### src/rtl/lsb_pkg.sv
package lsb_pkg;

  typedef enum logic [1:0] {
    KIND_START = 2'd0,
    KIND_RANGE = 2'd1,
    KIND_READ  = 2'd2,
    KIND_NONE  = 2'd3
  } kind_t;

  typedef enum logic [1:0] {
    REG_START_ANGLE = 2'd0,
    REG_ANGLE_STEP  = 2'd1,
    REG_X_PPM       = 2'd2,
    REG_Y_PPM       = 2'd3
  } reg_index_t;

  typedef enum logic [3:0] {
    S_IDLE,
    S_CLEAR,
    S_CORDIC,
    S_MULX,
    S_MULY,
    S_EVAL,
    S_WRITE,
    S_READ,
    S_FIN
  } state_t;

  localparam int CORDIC_STEPS = 16;
  localparam int STEP_W       = 4;
  localparam int XY_W         = 34;
  localparam int Z_W          = 26;
  localparam int PROD_W       = 51;
  localparam int V_W          = 53;
  localparam int POS_W        = 18;
  localparam int SIZE_W       = 13;
  localparam int WORD_BITS    = 64;
  localparam int BIT_W        = 6;

  localparam logic [15:0] GAIN_INV          = 16'd39797;
  localparam logic [15:0] START_ANGLE_RESET = 16'hC000;
  localparam logic [15:0] ANGLE_STEP_RESET  = 16'd182;
  localparam logic [15:0] PPM_RESET         = 16'd10923;

  typedef struct packed {
    logic             ok;
    logic [POS_W-1:0] pos;
  } pos_t;

  function automatic logic signed [Z_W-1:0] atan_turns(input logic [STEP_W-1:0] i);
    logic signed [Z_W-1:0] r;
    case (i)
      4'd0:    r = 26'sd2097152;
      4'd1:    r = 26'sd1238021;
      4'd2:    r = 26'sd654136;
      4'd3:    r = 26'sd332050;
      4'd4:    r = 26'sd166669;
      4'd5:    r = 26'sd83416;
      4'd6:    r = 26'sd41718;
      4'd7:    r = 26'sd20860;
      4'd8:    r = 26'sd10430;
      4'd9:    r = 26'sd5215;
      4'd10:   r = 26'sd2608;
      4'd11:   r = 26'sd1304;
      4'd12:   r = 26'sd652;
      4'd13:   r = 26'sd326;
      4'd14:   r = 26'sd163;
      4'd15:   r = 26'sd81;
      default: r = '0;
    endcase
    return r;
  endfunction

  // v = prod + size * 2^33, position = v / 2^34 truncated toward zero
  function automatic pos_t map_pos(input logic signed [PROD_W-1:0] prod,
                                   input logic [SIZE_W-1:0] size);
    logic signed [V_W-1:0] half;
    logic signed [V_W-1:0] v;
    pos_t r;
    half = V_W'($signed({1'b0, size})) <<< 33;
    v = V_W'(prod) + half;
    r.pos = '0;
    r.ok = 1'b0;
    if (v[V_W-1]) begin
      if ((&v[V_W-1:34]) && (v[33:0] != '0)) begin
        r.ok = 1'b1;
      end
    end else begin
      r.pos = v[POS_W+33:34];
      r.ok = (v[V_W-1:34] < {6'd0, size});
    end
    return r;
  endfunction

endpackage

### src/rtl/lsb_cordic.sv
module lsb_cordic import lsb_pkg::*; (
  input  logic                   clk,
  input  logic                   rst,
  input  logic                   start,
  input  logic [15:0]            range,
  input  logic [15:0]            angle,
  output logic                   done,
  output logic signed [XY_W-1:0] cx,
  output logic signed [XY_W-1:0] sy
);

  logic                   busy;
  logic [STEP_W-1:0]      step;
  logic signed [XY_W-1:0] x;
  logic signed [XY_W-1:0] y;
  logic signed [Z_W-1:0]  z;
  logic [15:0]            sum;
  logic                   flip;
  logic [15:0]            ang_f;
  logic [31:0]            mag;
  logic signed [XY_W-1:0] x0;
  logic signed [Z_W-1:0]  z0;
  logic signed [XY_W-1:0] dx;
  logic signed [XY_W-1:0] dy;

  // fold angle into [-1/4, 1/4) turn
  assign sum   = angle + 16'h4000;
  assign flip  = sum[15];
  assign ang_f = flip ? (angle + 16'h8000) : angle;
  assign mag   = 32'(range) * 32'(GAIN_INV);
  assign x0    = flip ? -XY_W'(mag) : XY_W'(mag);
  assign z0    = Z_W'($signed({ang_f, 8'd0}));
  assign dx    = y >>> step;
  assign dy    = x >>> step;
  assign cx    = x;
  assign sy    = y;

  always_ff @(posedge clk) begin
    if (rst) begin
      busy <= 1'b0;
      done <= 1'b0;
      step <= '0;
    end else begin
      done <= 1'b0;
      if (start) begin
        busy <= 1'b1;
        step <= '0;
      end else if (busy) begin
        step <= step + 1'b1;
        if (step == STEP_W'(CORDIC_STEPS - 1)) begin
          busy <= 1'b0;
          done <= 1'b1;
        end
      end
    end
  end

  always_ff @(posedge clk) begin
    if (start) begin
      x <= x0;
      y <= '0;
      z <= z0;
    end else if (busy) begin
      if (!z[Z_W-1]) begin
        x <= x - dx;
        y <= y + dy;
        z <= z - atan_turns(step);
      end else begin
        x <= x + dx;
        y <= y - dy;
        z <= z + atan_turns(step);
      end
    end
  end

endmodule

### config.mk
export PLATFORM = sky130hd
export DESIGN_NAME = lsb_cordic
export DESIGN_NICKNAME = d
export VERILOG_FILES = /design/src/rtl/lsb_pkg.sv /design/src/rtl/lsb_cordic.sv
export SDC_FILE = /design/constraint.sdc
export NUM_CORES = 1
export LEC_CHECK = 0
export ABC_AREA = 0
export BUFFER_PORTS_ARGS = -buffer_cell sky130_fd_sc_hd__buf_2
export CAP_MARGIN = 20
export CORE_AREA = 2 2 196 198
export CTS_BUF_LIST = sky130_fd_sc_hd__clkbuf_8
export CTS_CLUSTER_SIZE = 40
export DETAILED_ROUTE_END_ITERATION = 8
export DIE_AREA = 0 0 198 200
export HOLD_SLACK_MARGIN = 0.15
export PLACE_DENSITY = 0.72
export SYNTH_ARGS = -nofsm -noshare
export SYNTH_HDL_FRONTEND = slang
export SYNTH_SLANG_ARGS = --single-unit
### constraint.sdc
create_clock -name clk -period 8.3 [get_ports clk]
set_input_delay 1.66 -clock clk [delete_from_list [all_inputs] [get_ports clk]]
set_output_delay 1.66 -clock clk [all_outputs]
set_load 0.005 [all_outputs]
==> results of run 1 <==
[worst register-to-register path, delay by kind of cell (launching register included)]
kind            cells  cell delay (ps)
fa+ha+maj           1              460
buf+inv             1              690
simple gates        7             1900
compound gates      8             1600
mux                 1              650
flops               1              720
xor+xnor            2              360
[per-stage QoR]
stage / instance area (µm²) / hold WS, ps
after floorplan: 20400 / 467
after global placement: 21500 / 481
after detailed placement: 21500 / 492
after CTS: 21800 / 513
after global routing: 21800 / 544
final: 21800 / 509
[cells by family after synthesis]
group / Yosys count
flip-flops: 122
multiplexers: 183
AND/OR/NAND/NOR: 626
adder cells (fa/ha/maj): 332
AO/OA/AOI/OAI: 621
buffers and inverters: 320
XOR/XNOR: 216
[area by class of cell]
type	count	area (µm²)
Multi-Input combinational cell	1978	16100
Fill cell	3366	15600
Sequential cell	122	2980
Timing Repair Buffer	155	908
Inverter	222	833
Tap cell	511	639
Clock buffer	17	234
Clock inverter	15	129
[path summary, 6_finish.rpt]
path | from | to | slack (ps) | depth (start not counted)
worst min register to register | z[2] | z[2] | 510 | 2
worst max register to register | step[1] | cx[33] | 1680 | 20
worst max-delay path | range[7] | cx[30] | 350 | 24
worst min-delay path | z[2] | z[2] | 510 | 2
[per-layer routing]
metal / vias up / global-route usage (%)
met1: 8664 / 37.3
met3: 122 / 3.26
met4: 0 / 10.0
met2: 621 / 50.0
li1: 8789 / -
met5: - / 0
[synth_stat cells, types with 5 or more instances]
| cell type | instances | area, µm² |
|---|---|---|
| ha_1 | 226 | 2830 |
| inv_1 | 218 | 818 |
| nand2_1 | 207 | 777 |
| a21oi_1 | 194 | 971 |
| nor2_1 | 185 | 694 |
| o21ai_0 | 147 | 736 |
| xnor2_1 | 126 | 1100 |
| fa_1 | 106 | 2120 |
| mux2i_1 | 101 | 1010 |
| xor2_1 | 89 | 780 |
| dfxtp_1 | 70 | 1400 |
| a21o_1 | 52 | 390 |
| edfxtp_1 | 52 | 1560 |
| clkbuf_1 | 48 | 180 |
| mux4_2 | 46 | 1040 |
| nand3_1 | 45 | 225 |
| a211oi_1 | 39 | 293 |
| a31oi_1 | 38 | 238 |
| nor3_1 | 36 | 180 |
| mux2_2 | 34 | 383 |
| nand2b_1 | 27 | 169 |
| and3_1 | 24 | 150 |
| buf_2 | 22 | 110 |
| o21a_1 | 21 | 158 |
| nor2b_1 | 20 | 125 |
| buf_1 | 18 | 67.6 |
| o31ai_1 | 18 | 135 |
| and2_1 | 13 | 81.3 |
| nand4_1 | 13 | 81.3 |
| o21bai_1 | 13 | 97.6 |
| nor4_1 | 12 | 75.1 |
| o22ai_1 | 11 | 68.8 |
| o211ai_1 | 10 | 75.1 |
| or3_1 | 10 | 62.6 |
| a221oi_1 | 6 | 52.6 |
| a31o_2 | 6 | 52.6 |
| buf_4 | 6 | 45.0 |
| o31a_1 | 6 | 52.6 |
| or2_2 | 6 | 37.5 |
| and4_1 | 5 | 43.8 |
| nor4b_1 | 5 | 43.8 |
[what timing repair did]
item / 4_1_cts / 5_1_grt
buffers inserted: 0 / 0
hold endpoints to repair: 0 / 0
endpoints found under the setup margin: 0 / 1
resized for setup: 0 / 2
==> metrics, run 1 <==
Worst slew margin=34.0%; Total GRT Usage=roughly 29%; Worst Max-Slew Pin Slew=just under 1000 ps; Layout area overhead=7.31%; clk_lat worst skew=480 ps; Max-Cap Viols=0; Avg WL per Cell=18.7 µm; CTS buffer count=17; vias in the first global route=about 18000; top layer used by detailed routing=met4; share of layout cells above drive strength 1=11.9%; Hold Fails Final Rpt=0; net count after synthesis=2787; FFs w/ async S/R, synth=0%; startpoint type of the worst setup path=input pin; n_diodes=0; synthesized instance count=2420; critical path class=in -> reg; max incr delay on CP=between 500 and 600 ps; CP Max Fanout=3; die span in x=198 µm; Synthesis Warnings=0; Setup Skew=15.0 ps; DR iter-0 viols=1524; pre-CTS setup slack=-120 ps; Synth Area in XOR/XNOR=9.33%; Worst Path Required=8640 ps; Final Setup Violations=0; Clk pin slew, worst setup/hold paths=90 ps; Met3 Wirelength=approximately 3000 µm; most common cell after layout, fill and taps aside=ha_1; distinct cell type count after synthesis=84; Synth Area in Compound Gates=19.0%; IO Port Bufs=103; Critical Path Sink Type=flip-flop; Min-Delay Path Class=reg -> reg; post-synthesis sequential area ratio=14.6%; first-pass GRT wire length=91400 µm; most frequent cells in the layout=226 x ha_1, 217 x inv_1, 207 x nand2_1, 194 x a21oi_1, 185 x nor2_1; adder-cell share of the synthesized area=24.3%; Slew Limit Fails=0; drt total wl=56500 µm; drt pass-1 iters=6; Seq cells post-synth=122; number of buffer and inverter stages on the critical path=7; ys flop type=dfxtp_1; status=finished clean; largest net degree at the start of global routing=just over 70; Post-Layout Cell Count=3020; initial antenna violation count=0; Slowest-stage cell, CP=or4b_1; crit path DAT=8280 ps; hold_buf cts=0; final setup TNS=0 ps; Top Family by Delay on Critical Path=adder cells; CTS Buffer Depth=2; dpl cells=2987; f_max=0.126 GHz; drt via density=approximately 6; final worst path period share=95.7%; overall via count from detail_route=18200; met2 wire length=27100 µm; post-route setup slack=354 ps; RSZ-0062 raised after global routing=false; crit-path cells=buf_2, inv_1, fa_1, fa_1, inv_1, fa_1, inv_1, fa_1, inv_1, fa_1, inv_1, fa_1, inv_1, ha_1, and2_1, o21ai_0, a211oi_1, o2111a_1, nor2_1, xnor2_1, or4b_1, nor4b_1, mux2_2, a21oi_1; mapped cell area=just over 20000 µm²; Layout Nets=about 2900; Die Area=39600 µm²; TritonCTS clock tree=yes; Congestion Overflow GR=0; ANT nets after route=0; min Tclk post-route=approximately 8000 ps; post-synthesis simple-gate area fraction=between 10% and 20%; Root Buffer=clkbuf_8; largest family of logic cells by synthesized area=adder cells; htree depth=4; DRC Markers=0; average size of a mapped cell=~8.4 µm²; final core occ=58.4%; hpwl dp=44300 µm; mux contribution to synthesized area=about an eighth; EDFF count, synth=52; DIE HEIGHT=200 µm; met1 WL=~25000 µm; Starting Density=a little over half; Placer Congestion=roughly 0.97; Clock Sinks=122; Core Area=37400 µm²; Row Count=71; I/O pins=104
Power of run 1 is not shown: default switching activity piles up to over one toggle a cycle in this logic, so the estimate is an artifact.
==> run 2: changes to the inputs <==
Settings changed: CORE_AREA 2 2 196 198 to 2 2 187 207, DIE_AREA 0 0 198 200 to 0 0 189 209.
==> run 2 against run 1 <==
Non-clock buffer count is 1 higher. Critical path depth did not move. Hold slack lost 8.8 ps. Register-to-register slack better by 180 ps. Clock skew up 3.9 ps. Wire length shrank 2.4%. Maximum frequency increased by 1.3%. Final cell count fell by 0.33%. Critical path type unchanged. Highest routed layer unchanged.
==> metrics, run 2 (synthesized netlist as in run 1, its figures left out) <==
CTS buffer count=17 (unchanged); CP Max Fanout=3 (unchanged); setup bufs post-CTS=0 (unchanged); Starting Density=54.1% (-0.33 points); Post-Layout Cell Count=3010 (-0.33%); CTS Buffer Depth=2 (unchanged); n_diodes=0 (unchanged); Avg WL per Cell=18.3 µm (-2.1%); WHS Path Cells=2 (unchanged); Total GRT Usage=27.9% (-0.82 points); Worst Reg-to-Reg Cells=22 (+10%); dpl cells=2978 (-0.30%); Slew Limit Fails=0 (unchanged); hpwl dp=43400 µm (-2.1%); status=finished clean; Root Buffer=clkbuf_8; # fillers=3422 (+1.7%); vias in the first global route=17900 (-0.11%); Max-Cap Viols=0 (unchanged); drt total wl=55100 µm (-2.4%); share of layout cells above drive strength 1=11.8% (-0.045 points); Worst Max-Slew Pin Slew=1020 ps (+40.8 ps); critical path class=in -> reg; final setup TNS=0 ps (unchanged); overall via count from detail_route=18200 (-0.011%); PostCTS Resize Cnt=0 (unchanged); Clock Sinks=122 (unchanged); RSZ-0062 raised after global routing=false; post-route setup slack=453 ps (+98.8 ps); initial antenna violation count=0 (unchanged); Die Area=39500 µm² (-0.25%); Final Hold Slack=500 ps (-8.85 ps); ANT nets after route=0 (unchanged); Placer Congestion=0.932 (-3.8%); Congestion Overflow GR=0 (unchanged); Core Area=37600 µm² (+0.62%); clk_lat worst skew=510 ps (+30 ps); DR iter-0 viols=1317 (-14%); min Tclk post-route=7850 ps (-98.8 ps); Row Count=75 (+5.6%); startpoint type of the worst setup path=input pin; Seq. cell area=2980 µm² (unchanged); final worst path period share=94.5% (-1.2 points); Worst slew margin=31.3% (-2.7 points); Layout area overhead=7.38% (about the same); area of the multi-input gates=16100 µm² (about the same); most frequent cells in the layout=226 x ha_1, 218 x inv_1, 207 x nand2_1, 194 x a21oi_1, 185 x nor2_1; htree depth=4 (unchanged); DIE HEIGHT=209 µm (+4.5%); drt pass-1 iters=6 (unchanged); Worst Path Required=8670 ps (+30 ps); DRC Markers=0 (unchanged); f_max=0.127 GHz (+1.3%); Final Setup Violations=0 (unchanged); I/O pins=104 (unchanged); TritonCTS clock tree=yes; Clk pin slew, worst setup/hold paths=90 ps (about the same); drt via density=6.04 (+0.32%); hold_buf cts=0 (unchanged); IO Port Bufs=103 (unchanged); worst reg-to-reg setup slack=1860 ps (+180 ps); first-pass GRT wire length=89300 µm (-2.3%); Critical Path Sink Type=flip-flop; Layout Nets=2864 (+0.035%); largest net degree at the start of global routing=82 (+15%); crit path DAT=8220 ps (-60 ps); die span in x=189 µm (-4.5%); Hold Fails Final Rpt=0 (unchanged); Setup Skew=19.0 ps (+3.93 ps); Min-Delay Path Class=reg -> reg; pre-CTS setup slack=-57.7 ps (+62.6 ps); most common cell after layout, fill and taps aside=ha_1
[run 2: changes by cell type in the layout (fill, tap and decap cells not counted), moves of 2 or more]
cell,delta
clkinv_4,+4
bufinv_16,+2
inv_6,-6
inv_8,-3
[run 2: path summary, 6_finish.rpt]
path | end | start
hold / removal | z[2] | z[2]
setup / recovery | cx[30] | range[7]
setup reg to reg | cx[33] | step[1]
hold reg to reg | z[2] | z[2]
[run 2: critical path, stage by stage]
cell	delay (ps)
buf_2	110
inv_1	140
fa_1	460
fa_1	550
inv_1	60
fa_1	500
inv_1	50
fa_1	470
inv_1	50
fa_1	520
inv_1	50
fa_1	530
inv_1	40
ha_1	300
and2_1	150
o21ai_0	120
a211oi_1	570
o2111a_1	280
nor2_1	60
xnor2_1	140
or4b_1	550
nor4b_1	330
mux2_2	370
a21oi_1	130
[run 2: through the flow]
stage	instance area (µm²)	util, %
after CTS	21900	58.1
after detailed placement	21500	57.0
after global placement	21500	57.0
after global routing	21900	58.1
after floorplan	20400	-
final	21900	58.1
[run 2: area by class of cell]
class,instances,area share (%)
clock buffers,17,1.07
repair buffers,156,4.19
clock inverters,15,0.704
flip-flops and latches,122,13.6
inverters,222,3.81
well taps,500,2.86
multi-input cells,1978,73.7
[run 2: routing by layer]
metal | up-vias | track usage, % | wire (µm)
li1 | 8813 | - | -
met2 | 587 | 48.7 | 26800
met4 | 0 | 12.4 | 2250
met3 | 129 | 2.69 | 2510
met1 | 8665 | 35.1 | 23600
met5 | - | 0 | 0
Power of run 2 is left out for the same reason.
